### src/rtl/dhash_pkg.sv
package dhash_pkg;

    localparam int MAX_DIM   = 4096;
    localparam int DIM_W     = 13;
    localparam int POS_W     = 12;
    localparam int GRID_COLS = 9;
    localparam int GRID_ROWS = 8;
    localparam int GIDX_W    = 4;
    localparam int LUMA_W    = 8;
    localparam int HASH_W    = 64;
    localparam int SUM_W     = 18;
    localparam int NSUM_W    = 15;
    localparam int CFG_IDX_W = 1;

    localparam int WIDTH_RESET  = 9;
    localparam int HEIGHT_RESET = 8;

    // settle count loaded on reset and on a dimension change; sample positions have settled once it runs out
    localparam int SETTLE_CYCLES = 2;
    localparam int SETTLE_W      = 2;

    // luma weights, scaled by 1000
    localparam int LUMA_B = 114;
    localparam int LUMA_G = 587;
    localparam int LUMA_R = 299;

    // floor(n / 9) for n < 2**16, and floor(n / 125) for n < 2**15
    localparam int DIV9_MULT    = 58255;
    localparam int DIV9_SHIFT   = 19;
    localparam int DIV125_MULT  = 33555;
    localparam int DIV125_SHIFT = 22;

    typedef enum logic [CFG_IDX_W-1:0] {
        REG_WIDTH  = 1'b0,
        REG_HEIGHT = 1'b1
    } cfg_reg_t;

    typedef logic [POS_W-1:0] pos_t;
    typedef logic [DIM_W-1:0] dim_t;

    typedef struct packed {
        pos_t [GRID_COLS-1:0] col;
        pos_t [GRID_ROWS-1:0] row;
        dim_t                 width;
        dim_t                 height;
        logic                 busy;
    } geom_t;

    typedef struct packed {
        logic [NSUM_W-1:0]    nsum;
        logic [GRID_COLS-1:0] wmask;
        logic [GIDX_W-1:0]    rows_done;
        logic                 last;
    } work_t;

    function automatic dim_t clamp_dim(input dim_t v);
        dim_t r;
        if (v == '0)
        begin
            r = DIM_W'(1);
        end
        else if (v > DIM_W'(MAX_DIM))
        begin
            r = DIM_W'(MAX_DIM);
        end
        else
        begin
            r = v;
        end
        return r;
    endfunction

endpackage

### src/rtl/difference_hash_from_pixels.sv
// channel  | handshake                  | payload
// ---------+----------------------------+-------------------------------------
// pixel    | pixel_valid / pixel_ready  | blue, green, red (8 bits each)
// hash     | hash_valid / hash_ready    | hash_value (64 bits)
// config   | cfg_write (no wait)        | cfg_index (0 width, 1 height), cfg_data
//
// One pixel word per cycle while pixel_ready is high; a word passes input register,
// weighted-sum register and luma/compare stage, and the hash is registered as the last pixel's word leaves that stage.
// A pending hash does not stall pixels; only a later frame end waits for it to drain.
// After reset and after every dimension write, pixel_ready stays low while the sample
// position registers (multiply, then divide by 18 or 16) settle.
// A dimension write restarts the frame.
module difference_hash_from_pixels
(
    input  logic                            clk,
    input  logic                            rst_n,
    input  logic                            cfg_write,
    input  logic [dhash_pkg::CFG_IDX_W-1:0] cfg_index,
    input  logic [dhash_pkg::DIM_W-1:0]     cfg_data,
    input  logic                            pixel_valid,
    output logic                            pixel_ready,
    input  logic [dhash_pkg::LUMA_W-1:0]    blue,
    input  logic [dhash_pkg::LUMA_W-1:0]    green,
    input  logic [dhash_pkg::LUMA_W-1:0]    red,
    output logic                            hash_valid,
    input  logic                            hash_ready,
    output logic [dhash_pkg::HASH_W-1:0]    hash_value
);

    dhash_pkg::geom_t geom;
    dhash_pkg::work_t s2;
    logic             s2_valid;
    logic             take;

    dhash_targets u_targets
    (
        .clk       (clk),
        .rst_n     (rst_n),
        .cfg_write (cfg_write),
        .cfg_index (cfg_index),
        .cfg_data  (cfg_data),
        .geom      (geom)
    );

    dhash_front u_front
    (
        .clk         (clk),
        .rst_n       (rst_n),
        .cfg_write   (cfg_write),
        .geom        (geom),
        .pixel_valid (pixel_valid),
        .pixel_ready (pixel_ready),
        .blue        (blue),
        .green       (green),
        .red         (red),
        .take        (take),
        .s2_valid    (s2_valid),
        .s2          (s2)
    );

    dhash_back u_back
    (
        .clk        (clk),
        .rst_n      (rst_n),
        .cfg_write  (cfg_write),
        .s2_valid   (s2_valid),
        .s2         (s2),
        .take       (take),
        .hash_valid (hash_valid),
        .hash_ready (hash_ready),
        .hash_value (hash_value)
    );

endmodule

### src/rtl/dhash_targets.sv
module dhash_targets
(
    input  logic                            clk,
    input  logic                            rst_n,
    input  logic                            cfg_write,
    input  logic [dhash_pkg::CFG_IDX_W-1:0] cfg_index,
    input  logic [dhash_pkg::DIM_W-1:0]     cfg_data,
    output dhash_pkg::geom_t                geom
);

    localparam int CPROD_W = 17;
    localparam int RPROD_W = 16;
    localparam int QMUL_W  = 32;

    dhash_pkg::dim_t width_reg;
    dhash_pkg::dim_t width_next;
    dhash_pkg::dim_t height_reg;
    dhash_pkg::dim_t height_next;
    logic [dhash_pkg::SETTLE_W-1:0] settle_reg;
    logic [dhash_pkg::SETTLE_W-1:0] settle_next;

    logic [CPROD_W-1:0] col_prod_reg  [dhash_pkg::GRID_COLS];
    logic [CPROD_W-1:0] col_prod_next [dhash_pkg::GRID_COLS];
    logic [RPROD_W-1:0] row_prod_reg  [dhash_pkg::GRID_ROWS];
    logic [RPROD_W-1:0] row_prod_next [dhash_pkg::GRID_ROWS];
    dhash_pkg::pos_t    col_reg  [dhash_pkg::GRID_COLS];
    dhash_pkg::pos_t    col_next [dhash_pkg::GRID_COLS];
    dhash_pkg::pos_t    row_reg  [dhash_pkg::GRID_ROWS];
    dhash_pkg::pos_t    row_next [dhash_pkg::GRID_ROWS];

    always_comb
    begin
        width_next  = width_reg;
        height_next = height_reg;
        settle_next = settle_reg;
        if (settle_reg != '0)
        begin
            settle_next = settle_reg - 1'b1;
        end
        if (cfg_write)
        begin
            if (cfg_index == dhash_pkg::REG_WIDTH)
            begin
                width_next = dhash_pkg::clamp_dim(cfg_data);
            end
            else
            begin
                height_next = dhash_pkg::clamp_dim(cfg_data);
            end
            settle_next = dhash_pkg::SETTLE_W'(dhash_pkg::SETTLE_CYCLES);
        end
    end

    // first stage: (2k+1) * size
    always_comb
    begin
        for (int k = 0; k < dhash_pkg::GRID_COLS; k++)
        begin
            col_prod_next[k] = CPROD_W'(width_reg) * CPROD_W'(2 * k + 1);
        end
        for (int k = 0; k < dhash_pkg::GRID_ROWS; k++)
        begin
            row_prod_next[k] = RPROD_W'(height_reg) * RPROD_W'(2 * k + 1);
        end
    end

    // second stage: divide by 18 or 16, clamp to the last pixel
    always_comb
    begin
        logic [QMUL_W-1:0]        q;
        dhash_pkg::dim_t          qd;
        dhash_pkg::dim_t          wm1;
        dhash_pkg::dim_t          hm1;
        wm1 = width_reg - 1'b1;
        hm1 = height_reg - 1'b1;
        for (int k = 0; k < dhash_pkg::GRID_COLS; k++)
        begin
            q  = QMUL_W'(col_prod_reg[k][CPROD_W-1:1]) * QMUL_W'(dhash_pkg::DIV9_MULT);
            qd = dhash_pkg::DIM_W'(q >> dhash_pkg::DIV9_SHIFT);
            col_next[k] = (qd > wm1) ? wm1[dhash_pkg::POS_W-1:0] : qd[dhash_pkg::POS_W-1:0];
        end
        for (int k = 0; k < dhash_pkg::GRID_ROWS; k++)
        begin
            qd = dhash_pkg::DIM_W'(row_prod_reg[k] >> 4);
            row_next[k] = (qd > hm1) ? hm1[dhash_pkg::POS_W-1:0] : qd[dhash_pkg::POS_W-1:0];
        end
    end

    always_ff @(posedge clk or negedge rst_n)
    begin
        if (!rst_n)
        begin
            width_reg  <= dhash_pkg::DIM_W'(dhash_pkg::WIDTH_RESET);
            height_reg <= dhash_pkg::DIM_W'(dhash_pkg::HEIGHT_RESET);
            settle_reg <= dhash_pkg::SETTLE_W'(dhash_pkg::SETTLE_CYCLES);
        end
        else
        begin
            width_reg  <= width_next;
            height_reg <= height_next;
            settle_reg <= settle_next;
        end
    end

    always_ff @(posedge clk)
    begin
        col_prod_reg <= col_prod_next;
        row_prod_reg <= row_prod_next;
        col_reg      <= col_next;
        row_reg      <= row_next;
    end

    always_comb
    begin
        for (int k = 0; k < dhash_pkg::GRID_COLS; k++)
        begin
            geom.col[k] = col_reg[k];
        end
        for (int k = 0; k < dhash_pkg::GRID_ROWS; k++)
        begin
            geom.row[k] = row_reg[k];
        end
        geom.width  = width_reg;
        geom.height = height_reg;
        geom.busy   = (settle_reg != '0);
    end

    a_settle_after_write: assert property (@(posedge clk) disable iff (!rst_n)
        cfg_write |=> (settle_reg == dhash_pkg::SETTLE_W'(dhash_pkg::SETTLE_CYCLES)))
        else $error("settle count not loaded after a write");

    a_width_in_range: assert property (@(posedge clk) disable iff (!rst_n)
        (width_reg != '0) && (width_reg <= dhash_pkg::DIM_W'(dhash_pkg::MAX_DIM)))
        else $error("stored width out of range");

    a_height_in_range: assert property (@(posedge clk) disable iff (!rst_n)
        (height_reg != '0) && (height_reg <= dhash_pkg::DIM_W'(dhash_pkg::MAX_DIM)))
        else $error("stored height out of range");

endmodule

### src/rtl/dhash_front.sv
module dhash_front
(
    input  logic                         clk,
    input  logic                         rst_n,
    input  logic                         cfg_write,
    input  dhash_pkg::geom_t             geom,
    input  logic                         pixel_valid,
    output logic                         pixel_ready,
    input  logic [dhash_pkg::LUMA_W-1:0] blue,
    input  logic [dhash_pkg::LUMA_W-1:0] green,
    input  logic [dhash_pkg::LUMA_W-1:0] red,
    input  logic                         take,
    output logic                         s2_valid,
    output dhash_pkg::work_t             s2
);

    dhash_pkg::pos_t                   col_reg;
    dhash_pkg::pos_t                   col_next;
    dhash_pkg::pos_t                   row_reg;
    dhash_pkg::pos_t                   row_next;
    logic [dhash_pkg::GIDX_W-1:0]      grid_idx_reg;
    logic [dhash_pkg::GIDX_W-1:0]      grid_idx_next;

    logic                              s1_valid_reg;
    logic                              s1_valid_next;
    logic [dhash_pkg::LUMA_W-1:0]      s1_blue_reg;
    logic [dhash_pkg::LUMA_W-1:0]      s1_green_reg;
    logic [dhash_pkg::LUMA_W-1:0]      s1_red_reg;
    logic [dhash_pkg::GRID_COLS-1:0]   s1_wmask_reg;
    logic [dhash_pkg::GIDX_W-1:0]      s1_cnt_reg;
    logic                              s1_last_reg;

    logic                              s2_valid_reg;
    logic                              s2_valid_next;
    dhash_pkg::work_t                  s2_reg;
    dhash_pkg::work_t                  s2_next;

    logic                              in_fire;
    logic                              s2_free;
    logic                              s1_free;
    logic                              on_grid;
    logic                              end_row;
    logic                              last_pixel;
    logic [dhash_pkg::GRID_COLS-1:0]   wmask;
    logic [dhash_pkg::GIDX_W-1:0]      cnt;
    logic [dhash_pkg::SUM_W-1:0]       sum;

    assign s2_free     = !s2_valid_reg || take;
    assign s1_free     = !s1_valid_reg || s2_free;
    assign pixel_ready = s1_free && !geom.busy;
    assign in_fire     = pixel_valid && pixel_ready;

    // where the incoming pixel falls on the grid
    always_comb
    begin
        on_grid = (grid_idx_reg < dhash_pkg::GIDX_W'(dhash_pkg::GRID_ROWS)) &&
                  (geom.row[grid_idx_reg[dhash_pkg::GIDX_W-2:0]] == row_reg);
        for (int k = 0; k < dhash_pkg::GRID_COLS; k++)
        begin
            wmask[k] = on_grid && (geom.col[k] == col_reg);
        end
        end_row    = ({1'b0, col_reg} + dhash_pkg::DIM_W'(1)) >= geom.width;
        last_pixel = end_row && (({1'b0, row_reg} + dhash_pkg::DIM_W'(1)) >= geom.height);
        // grid rows completed at the end of this pixel row
        cnt = '0;
        for (int j = 0; j < dhash_pkg::GRID_ROWS; j++)
        begin
            if (end_row && (dhash_pkg::GIDX_W'(j) >= grid_idx_reg) && (geom.row[j] == row_reg))
            begin
                cnt = cnt + 1'b1;
            end
        end
    end

    always_comb
    begin
        col_next      = col_reg;
        row_next      = row_reg;
        grid_idx_next = grid_idx_reg;
        if (in_fire)
        begin
            if (end_row)
            begin
                col_next = '0;
                if (last_pixel)
                begin
                    row_next      = '0;
                    grid_idx_next = '0;
                end
                else
                begin
                    row_next      = row_reg + 1'b1;
                    grid_idx_next = grid_idx_reg + cnt;
                end
            end
            else
            begin
                col_next = col_reg + 1'b1;
            end
        end
        if (cfg_write)
        begin
            col_next      = '0;
            row_next      = '0;
            grid_idx_next = '0;
        end
    end

    always_comb
    begin
        s1_valid_next = s1_valid_reg;
        if (s1_free)
        begin
            s1_valid_next = in_fire;
        end
        s2_valid_next = s2_valid_reg;
        if (s2_free)
        begin
            s2_valid_next = s1_valid_reg;
        end
        sum = dhash_pkg::SUM_W'(s1_blue_reg)  * dhash_pkg::SUM_W'(dhash_pkg::LUMA_B) +
              dhash_pkg::SUM_W'(s1_green_reg) * dhash_pkg::SUM_W'(dhash_pkg::LUMA_G) +
              dhash_pkg::SUM_W'(s1_red_reg)   * dhash_pkg::SUM_W'(dhash_pkg::LUMA_R);
        s2_next.nsum      = sum[dhash_pkg::SUM_W-1:3];
        s2_next.wmask     = s1_wmask_reg;
        s2_next.rows_done = s1_cnt_reg;
        s2_next.last      = s1_last_reg;
    end

    always_ff @(posedge clk or negedge rst_n)
    begin
        if (!rst_n)
        begin
            col_reg      <= '0;
            row_reg      <= '0;
            grid_idx_reg <= '0;
            s1_valid_reg <= 1'b0;
            s2_valid_reg <= 1'b0;
        end
        else
        begin
            col_reg      <= col_next;
            row_reg      <= row_next;
            grid_idx_reg <= grid_idx_next;
            s1_valid_reg <= s1_valid_next;
            s2_valid_reg <= s2_valid_next;
        end
    end

    always_ff @(posedge clk)
    begin
        if (in_fire)
        begin
            s1_blue_reg  <= blue;
            s1_green_reg <= green;
            s1_red_reg   <= red;
            s1_wmask_reg <= wmask;
            s1_cnt_reg   <= cnt;
            s1_last_reg  <= last_pixel;
        end
        if (s2_free && s1_valid_reg)
        begin
            s2_reg <= s2_next;
        end
    end

    assign s2_valid = s2_valid_reg;
    assign s2       = s2_reg;

    a_busy_blocks: assert property (@(posedge clk) disable iff (!rst_n)
        geom.busy |-> !pixel_ready)
        else $error("word accepted while sample positions settle");

    a_grid_idx_range: assert property (@(posedge clk) disable iff (!rst_n)
        grid_idx_reg <= dhash_pkg::GIDX_W'(dhash_pkg::GRID_ROWS))
        else $error("grid row index past the grid");

    a_frame_complete: assert property (@(posedge clk) disable iff (!rst_n)
        in_fire && last_pixel |->
            ((grid_idx_reg + cnt) == dhash_pkg::GIDX_W'(dhash_pkg::GRID_ROWS)))
        else $error("frame ends with grid rows missing");

endmodule

### src/rtl/dhash_back.sv
module dhash_back
(
    input  logic                         clk,
    input  logic                         rst_n,
    input  logic                         cfg_write,
    input  logic                         s2_valid,
    input  dhash_pkg::work_t             s2,
    output logic                         take,
    output logic                         hash_valid,
    input  logic                         hash_ready,
    output logic [dhash_pkg::HASH_W-1:0] hash_value
);

    localparam int LMUL_W = 31;

    logic [dhash_pkg::LUMA_W-1:0] lumas_reg  [dhash_pkg::GRID_COLS];
    logic [dhash_pkg::LUMA_W-1:0] lumas_next [dhash_pkg::GRID_COLS];
    logic [dhash_pkg::HASH_W-1:0] acc_reg;
    logic [dhash_pkg::HASH_W-1:0] acc_next;
    logic [dhash_pkg::HASH_W-1:0] acc_done;
    logic                         hash_valid_reg;
    logic                         hash_valid_next;
    logic [dhash_pkg::HASH_W-1:0] hash_reg;

    logic [LMUL_W-1:0]                 lprod;
    logic [dhash_pkg::LUMA_W-1:0]      luma;
    logic [dhash_pkg::GRID_COLS-2:0]   bits;

    // hold the last word while the output is full and not drained
    assign take = s2_valid && !(s2.last && hash_valid_reg && !hash_ready);

    always_comb
    begin
        lprod = LMUL_W'(s2.nsum) * LMUL_W'(dhash_pkg::DIV125_MULT);
        luma  = dhash_pkg::LUMA_W'(lprod >> dhash_pkg::DIV125_SHIFT);
        for (int k = 0; k < dhash_pkg::GRID_COLS; k++)
        begin
            lumas_next[k] = s2.wmask[k] ? luma : lumas_reg[k];
        end
        // column 0 against column 1 lands in the MSB
        for (int k = 0; k < dhash_pkg::GRID_COLS - 1; k++)
        begin
            bits[dhash_pkg::GRID_COLS-2-k] = lumas_next[k] > lumas_next[k + 1];
        end
        acc_done = acc_reg;
        for (int i = 0; i < dhash_pkg::GRID_ROWS; i++)
        begin
            if (dhash_pkg::GIDX_W'(i) < s2.rows_done)
            begin
                acc_done = {acc_done[dhash_pkg::HASH_W-dhash_pkg::GRID_COLS:0], bits};
            end
        end
    end

    always_comb
    begin
        acc_next        = acc_reg;
        hash_valid_next = hash_valid_reg;
        if (hash_ready)
        begin
            hash_valid_next = 1'b0;
        end
        if (take)
        begin
            acc_next = s2.last ? '0 : acc_done;
            if (s2.last)
            begin
                hash_valid_next = 1'b1;
            end
        end
        if (cfg_write)
        begin
            acc_next = '0;
        end
    end

    always_ff @(posedge clk or negedge rst_n)
    begin
        if (!rst_n)
        begin
            acc_reg        <= '0;
            hash_valid_reg <= 1'b0;
        end
        else
        begin
            acc_reg        <= acc_next;
            hash_valid_reg <= hash_valid_next;
        end
    end

    always_ff @(posedge clk)
    begin
        if (take)
        begin
            lumas_reg <= lumas_next;
        end
        if (take && s2.last)
        begin
            hash_reg <= acc_done;
        end
    end

    assign hash_valid = hash_valid_reg;
    assign hash_value = hash_reg;

    a_no_overwrite: assert property (@(posedge clk) disable iff (!rst_n)
        take && s2.last && hash_valid_reg |-> hash_ready)
        else $error("pending hash overwritten");

    a_result_shown: assert property (@(posedge clk) disable iff (!rst_n)
        take && s2.last |=> hash_valid_reg)
        else $error("finished frame gave no hash");

    a_acc_cleared: assert property (@(posedge clk) disable iff (!rst_n)
        take && s2.last |=> (acc_reg == '0))
        else $error("accumulator not cleared after a frame");

endmodule
### config.mk
export PLATFORM = sky130hd
export DESIGN_NAME = difference_hash_from_pixels
export DESIGN_NICKNAME = d
export VERILOG_FILES = /design/src/rtl/dhash_pkg.sv /design/src/rtl/difference_hash_from_pixels.sv /design/src/rtl/dhash_targets.sv /design/src/rtl/dhash_front.sv /design/src/rtl/dhash_back.sv
export SDC_FILE = /design/constraint.sdc
export NUM_CORES = 2
export LEC_CHECK = 0
export BUFFER_PORTS_ARGS = -buffer_cell sky130_fd_sc_hd__buf_2
export CORE_ASPECT_RATIO = 1.1
export CORE_MARGIN = 5
export CORE_UTILIZATION = 60
export DETAILED_ROUTE_END_ITERATION = 6
export PLACE_DENSITY = 0.76
export SETUP_SLACK_MARGIN = 0.2
export SYNTH_ARGS = -nofsm -noshare
export SYNTH_HDL_FRONTEND = slang
export SYNTH_SLANG_ARGS = --single-unit
### constraint.sdc
create_clock -name clk -period 10.68 [get_ports clk]
set_input_delay 2.136 -clock clk [delete_from_list [all_inputs] [get_ports clk]]
set_output_delay 2.136 -clock clk [all_outputs]
set_load 0.005 [all_outputs]
Yosys cells after proc, flatten, opt, wreduce, memory -nomap -nowiden
Index checks and enable logic that the tools add are counted.
{ "totals": {"wordCells": 291, "inputBits": 43, "mem_bits_rw": 0, "mem_bits_ro": 0, "out_inout_bits": 66, "memories": 0, "latch_bits": 0, "register_bits": 799} }
{ "op_classes": {"add_sub_neg": 17, "reduce_logical": 50, "n_mul": 28, "mux": 65, "eq_ne": 18, "div_mod_pow": 0, "order_cmp": 46, "bitwise_logic": 1, "n_shift": 0} }
{ "op_table": {"columns": ["op", "count"], "rows": [
  ["two-way mux 64 bit", 11],
  ["two-way mux 12 bit", 23],
  ["equality test 12 bit", 18],
  ["multiplier 16 x 16 -> 32 bit (second input constant)", 5],
  ["greater-than comparator 13 bit", 9],
  ["greater-than comparator 12 x 13 -> 1 bit", 6],
  ["two-way mux 8 bit", 9],
  ["multiplier 13 x 4 -> 17 bit (second input constant)", 4],
  ["greater-than comparator 8 bit", 8],
  ["multiplier 13 x 3 -> 16 bit (second input constant)", 4],
  ["multiplier 13 x 4 -> 16 bit (second input constant)", 4],
  ["multiplier 15 x 16 -> 31 bit (second input constant)", 2],
  ["two-way mux 4 bit", 11],
  ["binary-select mux 12 bit (select 3 bit)", 1],
  ["logical AND 1 bit", 34],
  ["multiplier 13 x 2 -> 15 bit (second input constant)", 2],
  ["multiplier 14 x 16 -> 30 bit (second input constant)", 1],
  ["multiplier 15 x 16 -> 30 bit (second input constant)", 1],
  ["multiplier 12 x 16 -> 28 bit (second input constant)", 1],
  ["adder 12 x 1 -> 13 bit (second input constant)", 2],
  [">= comparator 13 bit", 2],
  ["two-way mux 13 bit", 2],
  ["subtractor 13 x 1 -> 13 bit (second input constant)", 2],
  ["adder 12 x 1 -> 12 bit (second input constant)", 2],
  ["31 further kinds", 61]
]} }

Longest topological paths before layout
{ "logic_depth": {"word_depth": 24, "depth_mapped": 39, "depth_no_buf": 38} }

Cells and area by module
From an unflattened synthesis, not the netlist that was laid out.
{ "unflattened": {"hier_cells": 8932, "area_unflattened_um2": 89009.1} }
{ "modules_own_cells": {"columns": ["mod", "seq_area_each_um2", "area_per_inst_um2", "cells_each", "n_inst"], "rows": [
  ["dhash_targets", 9093.7, 59758.6, 5908, 1],
  ["dhash_back", 5710.5, 16982.5, 1788, 1],
  ["dhash_front", 2762.6, 12268.0, 1236, 1]
]} }

Worst setup path before layout
OpenSTA, ideal clock, no wires.
{ "synth_timing": {"path_type": "reg-to-reg", "startpoint": "register u_targets.col_prod_reg[52] in the netlist's numbering", "endpoint": "register u_targets.col_reg (netlist bit u_targets.geom[185])", "path_slack_ps": 2663, "arrival_ps": 7897, "synth_period_minus_slack_ps": 8017, "required_time_ps": 10559, "path_buffers": 1, "stages_incl_launch_ff": 29, "path_cell_list": "dfxtp_1 fa_1 ha_1 ha_1 inv_1 fa_1 inv_1 fa_1 fa_1 ha_1 or4_1 o2111ai_1 nand2_1 a21o_1 and3_1 a221oi_1 o211ai_1 a221o_1 a21o_1 a21oi_1 xnor2_1 ha_1 a2111oi_0 o21ai_0 a31o_2 a21oi_1 nor2_1 buf_1 mux2_2"} }
{ "synth_lines": {"columns": ["item", "line_no", "rtl"], "rows": [
  ["start, declared", "dhash_targets.sv:22", "logic [CPROD_W-1:0] col_prod_reg [dhash_pkg::GRID_COLS];"],
  ["start signal, assigned", "dhash_targets.sv:107", "col_prod_reg <= col_prod_next;"],
  ["end signal, assigned", "dhash_targets.sv:109", "col_reg <= col_next;"],
  ["end, declared", "dhash_targets.sv:26", "dhash_pkg::pos_t col_reg [dhash_pkg::GRID_COLS];"]
]} }

Final worst setup path
{ "layout_timing": {"startpoint": "register u_front.col_reg[1]", "endpoint": "register u_front.grid_idx_reg[3] in the netlist's numbering"} }
{ "layout_via": {"elab_chain_len": 24} }
{ "layout_lines": {"columns": ["item", "line_no", "rtl"], "rows": [
  ["start, declared", "dhash_front.sv:17", "dhash_pkg::pos_t col_reg;"],
  ["start signal, assigned", "dhash_front.sv:142", "col_reg <= col_next;"],
  ["adder 12 x 1 -> 13 bit (*)", "dhash_front.sv:62", "end_row = ({1'b0, col_reg} + dhash_pkg::DIM_W'(1)) >= geom.width;"],
  [">= comparator 13 bit (*)", "dhash_front.sv:62", null],
  ["logical AND 1 bit (2 in a row)", "dhash_front.sv:68", "if (end_row && (dhash_pkg::GIDX_W'(j) >= grid_idx_reg) && (geom.row[j] == row_reg))"],
  ["two-way mux 1 bit", "dhash_front.sv:68", null],
  ["adder 1 x 1 -> 2 bit", "dhash_front.sv:70", "cnt = cnt + 1'b1;"],
  ["two-way mux 4 bit", "dhash_front.sv:68", null],
  ["adder 4 x 1 -> 4 bit", "dhash_front.sv:70", null],
  ["two-way mux 4 bit", "dhash_front.sv:68", null],
  ["[8 not listed]", null, null],
  ["adder 4 x 1 -> 4 bit", "dhash_front.sv:70", null],
  ["two-way mux 4 bit (*)", "dhash_front.sv:68", null],
  ["net u_front.cnt (one bit)", "dhash_front.sv:45", "logic [dhash_pkg::GIDX_W-1:0] cnt;"],
  ["adder 4 bit (*)", "dhash_front.sv:93", "grid_idx_next = grid_idx_reg + cnt;"],
  ["two-way mux 4 bit (*)", "dhash_front.sv:85", "if (last_pixel)"],
  ["two-way mux 4 bit (*)", "dhash_front.sv:82", "if (end_row)"],
  ["two-way mux 4 bit (*)", "dhash_front.sv:80", "if (in_fire)"],
  ["two-way mux 4 bit (*)", "dhash_front.sv:101", "if (cfg_write)"],
  ["end signal, assigned", "dhash_front.sv:144", "grid_idx_reg <= grid_idx_next;"],
  ["end, declared", "dhash_front.sv:21", "logic [dhash_pkg::GIDX_W-1:0] grid_idx_reg;"]
]} }
Mark *: on every way through the listed nets, which the timed path passes. The rest lies on a longest branch. The select of a mux whose other input is x is not followed.
A chain may end at the register's enable or synchronous reset.

==> key figures <==
Setup path
  – CP most frequent cell: ha_1
  – Critical Path Slowest Stage Cell: dfrtp_1
  – Max incr delay on CP: 770 ps
  – Nature of the critical path endpoint: flop
  – Worst path arrival time: 9800 ps
  – Setup Crit Path Kind: reg -> reg
  – Worst Path Max Fanout: 13
  – Crit path launch type: flop
  – WP data required: 11380 ps

Global route
  – Vias in the first global route: 66400
  – Total track usage: 0.296
  – Initial antenna violation count: 9
  – Met2 usage: 0.496
  – GR Util met1: 0.389
  – Global-route wire length before repair: 362000 um
  – Met3 Usage GRT: 0.0452
  – Grt total ovfl: 0
  – GR peak layer: met2
  – Largest net degree at the start of global routing: 74

Timing
  – Final setup vio count: 0
  – Peak Freq: 110 MHz
  – Final Hold Fails: 0
  – Slew Viols, Final: 0
  – RSZ-0062 raised after global routing: no
  – Actual slew at the worst max-slew pin: 1360 ps
  – Setup_tns: 0 ps
  – Final period utilization: 0.852
  – Crit path time final: 9100 ps
  – Clk_skew: 75.0 ps
  – Relative slew slack: 0.0873

Synth
  – Asr flop ratio synth: 0.165
  – Distinct cells, synth: 116
  – Most used DFF post-synth: dfxtp_1
  – Number of synthesized flops with an enable pin: 203
  – Mapped Avg Cell Area: 10.1 um^2
  – Yosys warns: 0
  – Synth area leaders: ha_1 (25%), fa_1 (19%), dfxtp_1 (9.7%)
  – Mapped Cells: 8559
  – Synth Cell Area: 86900 um^2
  – Post-synth top area cell: ha_1
  – Yosys reg bits: 745
  – Seq/Total Area, Yosys: 0.202
  – Top cell type's share of synthesized area: 0.250

Final layout
  – Max reg flops: 204
  – Reg area: 17600 um^2
  – Area growth syn-to-layout: 7.14%
  – Layout cells sized above 1: 0.0765
  – Combined area of the multi-input logic cells: 63000 um^2
  – Final nets: 11300
  – Fillers: 11400

Die
  – Die Ht: 409 um
  – Die area: 152000 um^2
  – Row count: 146
  – Die X-Extent: 373 um
  – Initial Util: 0.603
  – IO Pins: 109
  – Core Area: 144000 um^2

CTS
  – Root Driver: clkbuf_16
  – Post_cts resized: 0
  – CTS Hold Bufs: 0
  – H-tree depth: 3
  – CTS max path bufs: 3
  – Postcts setup bufs: 0
  – TritonCTS buffer count: 90
  – Reg clk slew, reported paths: 70 ps
  – CTS tree: built
  – Clock latency on the worst-skew pair: 770 ps
  – Sink Count: 745

Job
  – Max-cap violations: 0

Placed design
  – PortBufs: 108
  – GPL Wtd Cong: 0.963
  – Dpl hpwl: 182000 um

Route
  – Routed len/inst: 21.3 um
  – Final wirelength: 227000 um
  – Antenna Nets Post-Route: 0
  – Pre-antenna DRT Iters: 7
  – Number of DRC markers in iteration 0: 4983
  – Via count: 63400
  – Residual DRC count: 0
  – Via density per instance: 5.95

Min path
  – Min-Delay Path Class: reg -> reg

Status
  – Status: complete, no violations
[Yosys cell counts, types with 40 or more instances]
master    instances
dfxtp_1         419
a21oi_1         309
mux2i_1         104
and3_1           40
nor2_1          321
a31oi_1          45
clkbuf_1        147
o21bai_1         64
nor2b_1          95
edfxtp_1        203
a22o_1           40
o21a_1          144
o211ai_1         45
a21o_1           89
nor4_1           40
nand2_1         317
fa_1            821
dfrtp_1         119
ha_1           1738
xnor2_1         462
mux2_2          191
nor3_1          109
nand4_1         111
nand2b_1         68
o21ai_0         260
inv_1          1506
nand3_1          79
xor2_1          141
[worst paths after layout]
path / start / slack (ps) / end / depth (start not counted)
max reg2reg: u_front.col_reg[1]$_DFFE_PN0P_ / 1580 / u_front.grid_idx_reg[3]$_DFFE_PN0P_ / 35
max: u_front.col_reg[1]$_DFFE_PN0P_ / 1580 / u_front.grid_idx_reg[3]$_DFFE_PN0P_ / 35
max in group asynchronous: rst_n / 7880 / u_targets.width_reg[11]$_DFFE_PN0P_ / 2
min reg2reg: u_front.s1_cnt_reg[3]$_DFFE_PP_ / 400 / u_front.s2[4]$_DFFE_PP_ / 0
min: u_front.s1_cnt_reg[3]$_DFFE_PP_ / 400 / u_front.s2[4]$_DFFE_PP_ / 0
min in group asynchronous: rst_n / 1390 / u_back.acc_reg[46]$_DFFE_PN0P_ / 1
[layout make-up]
| cell class | instances | share of cell area |
|---|---|---|
| Multi-Input combinational cell | 6123 | 0.677 |
| Antenna cell | 1 | 0.0000269 |
| Clock inverter | 57 | 0.00863 |
| Clock buffer | 112 | 0.0273 |
| Sequential cell | 745 | 0.189 |
| Timing Repair Buffer | 184 | 0.0120 |
| Tap cell | 1924 | 0.0259 |
| Inverter | 1509 | 0.0609 |
[per-stage QoR]
step                      hold WS [ps]  setup slack (ps)  area [um^2]  instances   util
after floorplan                    400              2660        86900       8566      -
after global placement             403              1810        89700      10500  0.623
after detailed placement           405              1600        89700      10500  0.623
after CTS                          419              1610        93100      10700  0.646
after global routing               420               856        93100      10700  0.646
final                              403              1580        93100      10700  0.647
[routing by layer]
| metal | part of all wire | vias to the layer above |
|---|---|---|
| li1 | - | 29300 |
| met1 | 0.42 | 31300 |
| met2 | 0.47 | 2289 |
| met3 | 0.068 | 561 |
| met4 | 0.044 | 2 |
| met5 | 0.000088 | - |
[cells by family after synthesis]
group	count (synthesis)	share of synthesized area
AO/OA/AOI/OAI	1336	0.105
XOR/XNOR	606	0.0614
adder cells (fa/ha/maj)	2564	0.440
buffers and inverters	1698	0.0737
flip-flops	745	0.202
multiplexers	328	0.0451
other	1	0.0000432
AND/OR/NAND/NOR	1281	0.0726
[critical path: cells and delay by family, from the launching register on]
kind                     cells  cell delay [ps]
adder cells (fa/ha/maj)      9             2950
AND/OR/NAND/NOR             11             2400
AO/OA/AOI/OAI                9             1910
flip-flops                   1              770
multiplexers                 3              660
XOR/XNOR                     2              260
buffers and inverters        1               90
[layout by cell type, fill, tap and decap left out, types with 111 or more instances in the layout]
cell type and instances:
mux2_2 191, o21a_1 144, a21oi_1 307, dfxtp_1 419
nand2_1 317, edfxtp_1 203, inv_1 1505, ha_1 1738
nand4_1 111, xnor2_1 462, nor2_1 318, o21ai_0 260
fa_1 821, xor2_1 141, dfrtp_1 119
Power is left out: the tool's default activity adds up to more than one toggle a clock period on the data nets, which glitch-free logic cannot reach.
